**src/i2cm_pkg.sv**
```systemverilog
`timescale 1ns / 1ps
// shared types, command and phase codes for the i2c master byte controller
// no dependencies

package i2cm_pkg;

    localparam int TIMER_BITS = 10;
    localparam int CFG_W      = 10;
    localparam int LOAD_W     = 17;
    localparam int ADDR_W     = 5;
    localparam int DATA_W     = 32;

    localparam logic [LOAD_W-1:0]     TIMER_MAX = LOAD_W'((1 << TIMER_BITS) - 1);
    localparam logic [TIMER_BITS-1:0] TIMER_ONE = TIMER_BITS'(1);

    // commands
    localparam logic [2:0] CMD_NONE      = 3'd0;
    localparam logic [2:0] CMD_START     = 3'd1;
    localparam logic [2:0] CMD_RESTART   = 3'd2;
    localparam logic [2:0] CMD_STOP      = 3'd3;
    localparam logic [2:0] CMD_WRITE     = 3'd4;
    localparam logic [2:0] CMD_READ_ACK  = 3'd5;
    localparam logic [2:0] CMD_READ_NACK = 3'd6;

    // phases
    localparam logic [3:0] PH_IDLE      = 4'd0;
    localparam logic [3:0] PH_STA_SETUP = 4'd1;
    localparam logic [3:0] PH_STA_SDA   = 4'd2;
    localparam logic [3:0] PH_STA_HOLD  = 4'd3;
    localparam logic [3:0] PH_RS_REL    = 4'd4;
    localparam logic [3:0] PH_STO_RISE  = 4'd5;
    localparam logic [3:0] PH_STO_SETUP = 4'd6;
    localparam logic [3:0] PH_BIT_LOW   = 4'd7;
    localparam logic [3:0] PH_BIT_RISE  = 4'd8;
    localparam logic [3:0] PH_BIT_HIGH  = 4'd9;

    // register indexes
    localparam logic [2:0] REG_SETUP_START = 3'd0;
    localparam logic [2:0] REG_HOLD_START  = 3'd1;
    localparam logic [2:0] REG_SETUP_STOP  = 3'd2;
    localparam logic [2:0] REG_CLOCK_LOW   = 3'd3;
    localparam logic [2:0] REG_CLOCK_HIGH  = 3'd4;

    localparam logic [3:0] BITS_PER_BYTE = 4'd8;

    typedef struct packed {
        logic [CFG_W-1:0] setup_start_ticks;
        logic [CFG_W-1:0] hold_start_ticks;
        logic [CFG_W-1:0] setup_stop_ticks;
        logic [CFG_W-1:0] clock_low_ticks;
        logic [CFG_W-1:0] clock_high_ticks;
    } cfg_t;

    typedef struct packed {
        logic [3:0]            phase;
        logic [3:0]            bit_count;
        logic [7:0]            shift_reg;
        logic [TIMER_BITS-1:0] tick_timer;
        logic [2:0]            active_cmd;
        logic                  drv_sda;
        logic                  drv_scl;
        logic                  flag_arb;
        logic                  flag_nack;
        logic [7:0]            last_read;
    } ctrl_state_t;

endpackage

```
**src/i2c_master_byte_controller.sv**
```systemverilog
`timescale 1ns / 1ps
// i2c master byte controller: one bus tick per transaction, result data registered without reset
// throughput one tick every cycle while m_ready holds (s_ready drops while a held result
// is not taken), set by the single registered pass through the next-state logic
// reset: synchronous, active low; controller state idle, its line drives released, flags and read byte
// cleared, timing registers back to their defaults; depends on i2cm_pkg, i2cm_cfg, i2cm_step

module i2c_master_byte_controller import i2cm_pkg::*; (
    input  logic              aclk,
    input  logic              aresetn,

    input  logic              psel,
    input  logic              penable,
    input  logic              pwrite,
    input  logic [ADDR_W-1:0] paddr,
    input  logic [DATA_W-1:0] pwdata,
    output logic [DATA_W-1:0] prdata,
    output logic              pready,

    input  logic              s_valid,
    output logic              s_ready,
    input  logic [2:0]        s_command,
    input  logic [7:0]        s_write_byte,
    input  logic              s_scl_in,
    input  logic              s_sda_in,

    output logic              m_valid,
    input  logic              m_ready,
    output logic              m_scl_pull_low,
    output logic              m_sda_pull_low,
    output logic              m_busy_res,
    output logic              m_done_res,
    output logic [7:0]        m_read_data,
    output logic              m_nack_received,
    output logic              m_arbitration_lost
);

    cfg_t        cfg;
    ctrl_state_t state_reg;
    ctrl_state_t state_next;
    logic        done_next;
    logic        accept;

    logic        m_valid_reg;
    logic        scl_reg;
    logic        sda_reg;
    logic        busy_reg;
    logic        done_reg;
    logic [7:0]  rdata_reg;
    logic        nack_reg;
    logic        arb_reg;

    i2cm_cfg u_cfg (
        .aclk    (aclk),
        .aresetn (aresetn),
        .psel    (psel),
        .penable (penable),
        .pwrite  (pwrite),
        .paddr   (paddr),
        .pwdata  (pwdata),
        .prdata  (prdata),
        .pready  (pready),
        .cfg     (cfg)
    );

    i2cm_step u_step (
        .cur        (state_reg),
        .cfg        (cfg),
        .command    (s_command),
        .write_byte (s_write_byte),
        .scl_in     (s_scl_in),
        .sda_in     (s_sda_in),
        .nxt        (state_next),
        .done       (done_next)
    );

    assign s_ready = !m_valid_reg || m_ready;
    assign accept  = s_valid && s_ready;

    always_ff @(posedge aclk) begin
        if (!aresetn) begin
            state_reg   <= '0;
            m_valid_reg <= 1'b0;
        end else begin
            if (accept) begin
                state_reg   <= state_next;
                m_valid_reg <= 1'b1;
            end else if (m_ready) begin
                m_valid_reg <= 1'b0;
            end
        end
    end

    // result register
    always_ff @(posedge aclk) begin
        if (accept) begin
            scl_reg   <= state_next.drv_scl;
            sda_reg   <= state_next.drv_sda;
            busy_reg  <= (state_next.phase != PH_IDLE);
            done_reg  <= done_next;
            rdata_reg <= state_next.last_read;
            nack_reg  <= state_next.flag_nack;
            arb_reg   <= state_next.flag_arb;
        end
    end

    assign m_valid            = m_valid_reg;
    assign m_scl_pull_low     = scl_reg;
    assign m_sda_pull_low     = sda_reg;
    assign m_busy_res         = busy_reg;
    assign m_done_res         = done_reg;
    assign m_read_data        = rdata_reg;
    assign m_nack_received    = nack_reg;
    assign m_arbitration_lost = arb_reg;

    a_done_not_busy: assert property (@(posedge aclk) disable iff (!aresetn)
        m_valid_reg && done_reg |-> !busy_reg)
        else $error("done reported while still busy");

    a_arb_releases: assert property (@(posedge aclk) disable iff (!aresetn)
        m_valid_reg && arb_reg |-> !scl_reg && !sda_reg)
        else $error("lines driven after arbitration loss");

    a_bit_count_range: assert property (@(posedge aclk) disable iff (!aresetn)
        state_reg.bit_count <= BITS_PER_BYTE)
        else $error("bit counter out of range");

endmodule

```
**src/i2cm_cfg.sv**
```systemverilog
`timescale 1ns / 1ps
// apb register file holding the five timing registers
// depends on i2cm_pkg

module i2cm_cfg import i2cm_pkg::*; (
    input  logic              aclk,
    input  logic              aresetn,
    input  logic              psel,
    input  logic              penable,
    input  logic              pwrite,
    input  logic [ADDR_W-1:0] paddr,
    input  logic [DATA_W-1:0] pwdata,
    output logic [DATA_W-1:0] prdata,
    output logic              pready,
    output cfg_t              cfg
);

    cfg_t        cfg_reg;
    logic [2:0]  reg_index;
    logic        wr_en;

    assign pready    = 1'b1;
    assign reg_index = paddr[ADDR_W-1:2];
    assign wr_en     = psel && penable && pwrite;
    assign cfg       = cfg_reg;

    always_ff @(posedge aclk) begin
        if (!aresetn) begin
            cfg_reg.setup_start_ticks <= CFG_W'(47);
            cfg_reg.hold_start_ticks  <= CFG_W'(40);
            cfg_reg.setup_stop_ticks  <= CFG_W'(40);
            cfg_reg.clock_low_ticks   <= CFG_W'(47);
            cfg_reg.clock_high_ticks  <= CFG_W'(40);
        end else if (wr_en) begin
            unique case (reg_index)
                REG_SETUP_START: cfg_reg.setup_start_ticks <= pwdata[CFG_W-1:0];
                REG_HOLD_START:  cfg_reg.hold_start_ticks  <= pwdata[CFG_W-1:0];
                REG_SETUP_STOP:  cfg_reg.setup_stop_ticks  <= pwdata[CFG_W-1:0];
                REG_CLOCK_LOW:   cfg_reg.clock_low_ticks   <= pwdata[CFG_W-1:0];
                REG_CLOCK_HIGH:  cfg_reg.clock_high_ticks  <= pwdata[CFG_W-1:0];
                default: ;
            endcase
        end
    end

    always_comb begin
        prdata = '0;
        unique case (reg_index)
            REG_SETUP_START: prdata = DATA_W'(cfg_reg.setup_start_ticks);
            REG_HOLD_START:  prdata = DATA_W'(cfg_reg.hold_start_ticks);
            REG_SETUP_STOP:  prdata = DATA_W'(cfg_reg.setup_stop_ticks);
            REG_CLOCK_LOW:   prdata = DATA_W'(cfg_reg.clock_low_ticks);
            REG_CLOCK_HIGH:  prdata = DATA_W'(cfg_reg.clock_high_ticks);
            default:         prdata = '0;
        endcase
    end

endmodule

```
**src/i2cm_step.sv**
```systemverilog
`timescale 1ns / 1ps
// next-state logic for one bus tick of the bit-level controller
// depends on i2cm_pkg

module i2cm_step import i2cm_pkg::*; (
    input  ctrl_state_t cur,
    input  cfg_t        cfg,
    input  logic [2:0]  command,
    input  logic [7:0]  write_byte,
    input  logic        scl_in,
    input  logic        sda_in,
    output ctrl_state_t nxt,
    output logic        done
);

    function automatic logic [TIMER_BITS-1:0] timer_load(input logic [CFG_W-1:0] ticks);
        logic [LOAD_W-1:0] v;
        v = (ticks == '0) ? '0 : (LOAD_W'(ticks) - LOAD_W'(1));
        if (v > TIMER_MAX) begin
            return TIMER_MAX[TIMER_BITS-1:0];
        end
        return v[TIMER_BITS-1:0];
    endfunction

    function automatic logic bit_sda_pull(input logic [2:0] cmd, input logic [3:0] cnt,
                                          input logic [7:0] sr);
        logic pull;
        pull = 1'b0;
        if (cmd == CMD_WRITE) begin
            if (cnt < BITS_PER_BYTE) begin
                pull = !sr[~cnt[2:0]];
            end
        end else if (cnt >= BITS_PER_BYTE) begin
            pull = (cmd == CMD_READ_ACK);
        end
        return pull;
    endfunction

    logic [3:0] cnt_inc;

    assign cnt_inc = cur.bit_count + 4'd1;

    always_comb begin
        nxt  = cur;
        done = 1'b0;
        unique case (cur.phase)
            PH_IDLE: begin
                if (command >= CMD_START && command <= CMD_READ_NACK) begin
                    nxt.active_cmd = command;
                    nxt.flag_arb   = 1'b0;
                    nxt.flag_nack  = 1'b0;
                    unique case (command)
                        CMD_START: begin
                            nxt.drv_scl    = 1'b0;
                            nxt.drv_sda    = 1'b0;
                            nxt.tick_timer = timer_load(cfg.setup_start_ticks);
                            nxt.phase      = PH_STA_SETUP;
                        end
                        CMD_RESTART: begin
                            nxt.drv_scl = 1'b0;
                            nxt.drv_sda = 1'b0;
                            nxt.phase   = PH_RS_REL;
                        end
                        CMD_STOP: begin
                            nxt.drv_scl = 1'b0;
                            nxt.drv_sda = 1'b1;
                            nxt.phase   = PH_STO_RISE;
                        end
                        default: begin
                            nxt.shift_reg  = (command == CMD_WRITE) ? write_byte : 8'd0;
                            nxt.bit_count  = 4'd0;
                            nxt.drv_scl    = 1'b1;
                            nxt.drv_sda    = bit_sda_pull(command, 4'd0,
                                                 (command == CMD_WRITE) ? write_byte : 8'd0);
                            nxt.tick_timer = timer_load(cfg.clock_low_ticks);
                            nxt.phase      = PH_BIT_LOW;
                        end
                    endcase
                end
            end
            PH_RS_REL: begin
                if (scl_in) begin
                    nxt.tick_timer = timer_load(cfg.setup_start_ticks);
                    nxt.phase      = PH_STA_SETUP;
                end
            end
            PH_STA_SETUP: begin
                if (cur.tick_timer == '0) begin
                    nxt.drv_scl = 1'b0;
                    nxt.drv_sda = 1'b1;
                    nxt.phase   = PH_STA_SDA;
                end else begin
                    nxt.tick_timer = cur.tick_timer - TIMER_ONE;
                end
            end
            PH_STA_SDA: begin
                if (!sda_in) begin
                    nxt.tick_timer = timer_load(cfg.hold_start_ticks);
                    nxt.phase      = PH_STA_HOLD;
                end
            end
            PH_STA_HOLD: begin
                if (cur.tick_timer == '0) begin
                    nxt.drv_scl = 1'b1;
                    nxt.drv_sda = 1'b1;
                    nxt.phase   = PH_IDLE;
                    done        = 1'b1;
                end else begin
                    nxt.tick_timer = cur.tick_timer - TIMER_ONE;
                end
            end
            PH_STO_RISE: begin
                if (!sda_in && scl_in) begin
                    nxt.tick_timer = timer_load(cfg.setup_stop_ticks);
                    nxt.phase      = PH_STO_SETUP;
                end
            end
            PH_STO_SETUP: begin
                if (cur.tick_timer == '0) begin
                    nxt.drv_scl = 1'b0;
                    nxt.drv_sda = 1'b0;
                    nxt.phase   = PH_IDLE;
                    done        = 1'b1;
                end else begin
                    nxt.tick_timer = cur.tick_timer - TIMER_ONE;
                end
            end
            PH_BIT_LOW: begin
                if (cur.tick_timer == '0) begin
                    nxt.drv_scl = 1'b0;
                    nxt.phase   = PH_BIT_RISE;
                end else begin
                    nxt.tick_timer = cur.tick_timer - TIMER_ONE;
                end
            end
            PH_BIT_RISE: begin
                if (scl_in) begin
                    if (cur.active_cmd == CMD_WRITE) begin
                        if (cur.bit_count < BITS_PER_BYTE) begin
                            if (cur.shift_reg[~cur.bit_count[2:0]] && !sda_in) begin
                                nxt.flag_arb = 1'b1;
                                nxt.drv_scl  = 1'b0;
                                nxt.drv_sda  = 1'b0;
                                nxt.phase    = PH_IDLE;
                                done         = 1'b1;
                            end
                        end else if (sda_in) begin
                            nxt.flag_nack = 1'b1;
                        end
                    end else if (cur.bit_count < BITS_PER_BYTE) begin
                        nxt.shift_reg = {cur.shift_reg[6:0], sda_in};
                    end
                    if (!done) begin
                        nxt.tick_timer = timer_load(cfg.clock_high_ticks);
                        nxt.phase      = PH_BIT_HIGH;
                    end
                end
            end
            PH_BIT_HIGH: begin
                if (cur.tick_timer == '0) begin
                    nxt.drv_scl = 1'b1;
                    if (cnt_inc <= BITS_PER_BYTE) begin
                        nxt.bit_count  = cnt_inc;
                        nxt.drv_sda    = bit_sda_pull(cur.active_cmd, cnt_inc, cur.shift_reg);
                        nxt.tick_timer = timer_load(cfg.clock_low_ticks);
                        nxt.phase      = PH_BIT_LOW;
                    end else begin
                        nxt.drv_sda   = 1'b0;
                        if (cur.active_cmd != CMD_WRITE) begin
                            nxt.last_read = cur.shift_reg;
                        end
                        nxt.bit_count = 4'd0;
                        nxt.phase     = PH_IDLE;
                        done          = 1'b1;
                    end
                end else begin
                    nxt.tick_timer = cur.tick_timer - TIMER_ONE;
                end
            end
            default: begin
                nxt.phase = PH_IDLE;
            end
        endcase
    end

endmodule
```
**config.mk**
```make
export PLATFORM = sky130hd
export DESIGN_NAME = i2c_master_byte_controller
export DESIGN_NICKNAME = d
export VERILOG_FILES = /design/src/i2cm_pkg.sv /design/src/i2c_master_byte_controller.sv /design/src/i2cm_cfg.sv /design/src/i2cm_step.sv
export SDC_FILE = /design/constraint.sdc
export NUM_CORES = 1
export LEC_CHECK = 0
export ABC_AREA = 1
export BUFFER_PORTS_ARGS = -buffer_cell sky130_fd_sc_hd__buf_4
export CAP_MARGIN = 30
export CORE_ASPECT_RATIO = 0.5
export CORE_MARGIN = 4
export CORE_UTILIZATION = 50
export DETAILED_ROUTE_END_ITERATION = 8
export PLACE_DENSITY = 0.69
export SLEW_MARGIN = 20
export SYNTH_ARGS = -nofsm -noshare
export SYNTH_HDL_FRONTEND = slang
export SYNTH_HIERARCHICAL = 1
export SYNTH_SLANG_ARGS = --single-unit
```
**constraint.sdc**
```tcl
create_clock -name aclk -period 4.3 [get_ports aclk]
set_input_delay 0.215 -clock aclk [delete_from_list [all_inputs] [get_ports aclk]]
set_output_delay 0.215 -clock aclk [all_outputs]
set_load 0.05 [all_outputs]
```
# == Word-level counts from Yosys, hierarchy flattened ==
# Index checks and enable logic that the tools add are counted.
# classes
n_mux,113
reduce_logical,38
addsub,7
magnitude_cmp,13
eq_ne,33
n_bitwise,2
# ops
cell,n
$mux W10,19
$gt A17 B10 Y1 const B,5
$mux W17,5
$pmux W10 S7,1
$mux W8,8
$logic_not A10 Y1,6
$sub A10 B1 Y11 const B,5
$mux W4,13
$pmux W10 S5,1
$mux W1,44
$pmux W4 S9,1
$mux W33,1
$pmux W10 S2,1
$mux W18,1
$eq A4 B3 Y1 const B,4
$ne A2 B2 Y1 const B,8
$pmux W8 S2,1
$eq A3 B2 Y1 const B,4
$eq A3 B3 Y1 const B,4
$mux W12,1
$reduce_and A11 Y1,1
$reduce_and A2 Y1,5
$sub A10 B1 Y10 const B,1
$pmux W3 S3,1
other kinds (37),65
# word_totals
ff_bits,106
word_cells,229
in_bits,57
output_inout_bits,49

# == Longest topological paths before layout ==
# depth
depth_word,16
ltp_mapped,17
ltp_nobuf,17

# == Modules after synthesis ==
# Netlist, hierarchy kept.
# modules_own_cells
mod,n_inst,seq_area_each_um2,area_each_um2,cells_each
i2cm_step,1,0.0,3916.3,794
i2cm_cfg,1,1001.0,2643.8,409
i2c_master_byte_controller,1,1261.2,2307.2,290

# == Worst setup path before layout ==
# Ideal clock, no wire load.
# synth_timing
path_type,register to register
startpoint,register state_reg[15] (netlist name)
endpoint,"register busy_reg, in the netlist m_busy_res (data pin)"
required_ps,4036
arrival_ps,1739
synth_period_minus_slack_ps,2002
path_stages_with_launch,11
path_slack_ps,2298
path_buffers,1
cell_sequence,dfxtp_1 inv_1 ha_1 nand3_2 nor2_4 nand3_1 buf_2 o211ai_1 o2111ai_1 inv_1 nand4_1
# synth_rtl
element,line_no,text
"start, declared",i2c_master_byte_controller.sv:39,ctrl_state_t state_reg;
"start signal, assigned",i2c_master_byte_controller.sv:86,state_reg <= state_next;
"end signal, assigned",i2c_master_byte_controller.sv:99,busy_reg <= (state_next.phase != PH_IDLE);
"end, declared",i2c_master_byte_controller.sv:47,logic busy_reg;

==> impl_metrics.ini <==
[synthesis]
netlist_area_um2 = 8867
synthTopCellsByArea = dfxtp_1 (21%), nand2_1 (16%), nand3_1 (12%)
avgSynthCellArea_um2 = 5.939
syn_inst = 1493
synth_edf_count = 14
yosysSeqAreaShare_pct = 25.51
async_flop_share_pct = 0
ys.flop_type = dfxtp_1
synth_top_cells_by_count = nand2_1 (377), nand3_1 (213), nor2_1 (212)
netlist.area_leader.share_pct = 20.77
ys_types = 45
yosysWarnings = 6
synth_most_common_cell = nand2_1
yosysTopAreaCell = dfxtp_1
ys_ff_latch = 106

[run]
maxCapViolCount = 0

[global_route]
grt_pass1_wl_um = 47270
grt_max_degree = 93
grt_pass1_vias = 8700
overflow = 0
grt_antenna_before_repair = 0
grt_usage_pct = 29.82

[timing]
rsz0062_at_grt = false
finalCritPeriodShare_pct = 64.98
tns_ps = 0
skew_ps = 9.728
fmax_ghz = 0.3579
maxSlewHeadroom_pct = 41.95
finalSetupViolCount = 0
holdWs_ps = 82.23
min_period_ps = 2794
hold_viol = 0
drv_slew = 0
worst_pin_slew_ps = 869.7

[die]
top_level_ports = 106
dieArea_um2 = 20060
die_w_um = 196.3
initial_core_util_pct = 50.96
die_h_um = 102.2
design.core.area_um2 = 17400
rows = 34

[min_path]
hold_class = in2reg

[cells_and_area]
fin_area_um2 = 9495
drive_above_1_share_pct = 9.887
nets = 1566
final_util_pct = 54.57
largest_reg_flops = 50
fill_cells = 1859
area_growth_pct = 7.083
multi_input_area_um2 = 5505
diodes = 0
seq_area_um2 = 2262

[cts]
ctsHoldBuffers = 0
clkTransAtPathRegs_ps = 80
clock_tree.root_cell = clkbuf_16
cts-buffers-inserted = 9
insertion_delay_ps = 360
cts_max_level = 3
tritoncts = done
post_cts_resized = 0
clock_sinks = 106
post_cts_buffers = 0
cts.path.max_buffers = 2

[routing]
drt-initial-drc-count = 944
num_vias = 9843
wl_per_cell_um = 17.51
drt_wl_total_um = 30490
drc = 0
viasPerCell = 5.654
dr.pass1.iters = 5
ant_nets = 0

[worst_setup_path]
cpPeakStageDelay_ps = 460
crit_required_ps = 4380
endpoint_kind = flip-flop
crit_path_frequent_cell = inv_1
criticalPathCategory = reg2reg
crit_arrival_ps = 2880
worstPathCellList = inv_1, ha_1, nand3_2, nor2_4, nand3_1, o211ai_1, o2111ai_1, inv_1, nand4_1
cp_slowest_cell = nand3_1
crit_fanout = 12
start_kind = flip-flop

[power]
p_leak_nw = 4.472
finalPower_mw = 2.841
ir_worst_vdd_mv = 0.2152
p_per_area_nw_per_um2 = 299.2

[place]
place_area_um2 = 9179
hpwl_um = 22420
place_congestion = 0.9798
portBuffers = 58

[outcome]
status = completed
-- cell type report --
type | instances | area share, %
Timing Repair Buffer | 63 | 5.192
Clock inverter | 5 | 0.4875
Multi-Input combinational cell | 1148 | 57.98
Inverter | 174 | 6.878
Tap cell | 234 | 3.083
Clock buffer | 11 | 2.556
Sequential cell | 106 | 23.82
-- logic make-up after synthesis --
| family | after synthesis | share of synthesized area, % |
|---|---|---|
| AND/OR/NAND/NOR | 878 | 43.47 |
| buffers and inverters | 260 | 13.29 |
| AO/OA/AOI/OAI | 211 | 13.79 |
| flip-flops | 106 | 25.51 |
| XOR/XNOR | 29 | 2.864 |
| adder cells (fa/ha/maj) | 7 | 0.9877 |
| other | 2 | 0.08469 |
-- cells in the final DEF, fill, tap and decap left out, drive strengths merged, types with 16 or more instances in the layout --
cell    Yosys  final
inv       171    174
o211ai     16     16
dfxtp      92     92
buf        70     63
nand4      21     21
o21ai      71     71
a21oi      96     96
nand2     382    382
nand3     217    217
nor2      239    239
conb        2     23
xor2       22     22
-- final timing paths --
kind | endpoint | cells past startpoint | startpoint | slack [ps]
setup / recovery | m_busy_res$_DFFE_PP_ | 9 | state_reg[15]$_SDFFE_PN0P_ | 1510
hold / removal | u_cfg/cfg[12]$_SDFFE_PN1P_ | 3 | pwdata[2] | 80
setup reg to reg | m_busy_res$_DFFE_PP_ | 9 | state_reg[15]$_SDFFE_PN0P_ | 1510
hold reg to reg | state_reg[0]$_SDFFE_PN0P_ | 2 | state_reg[0]$_SDFFE_PN0P_ | 490
-- report_power, final --
group	switching, mW	total [mW]	internal [mW]	leakage, nW
combinational	0.626	0.883	0.257	3.44
clock	0.413	0.833	0.421	0.143
sequential	0.0661	1.12	1.06	0.892
total	1.10	2.84	1.74	4.47
-- metal layers --
layer / vias to the layer above / wire [um] / GRT usage (%)
li1: 4830 / - / -
met1: 4549 / 13930 / 41.60
met2: 423 / 13550 / 48.61
met3: 41 / 2410 / 5.040
met4: 0 / 600 / 7.507
met5: - / 0 / 0
-- per-stage QoR --
stage / cells / setup slack, ps
global placement: 1724 / 1553
detailed placement: 1724 / 1541
CTS: 1740 / 1526
finish: 1741 / 1506
floorplan: 1514 / 2298
global route: 1741 / 1243
-- worst max-delay path: cells and delay by family, from the launching register on --
| kind | cells | cell delay [ps] |
|---|---|---|
| and+or+nand+nor | 4 | 950 |
| AOI/OAI and AO/OA | 2 | 570 |
| DFF | 1 | 390 |
| buffers and inverters | 2 | 350 |
| adders and majority gates | 1 | 260 |
Note: power is estimated with default switching activity, not from simulation.
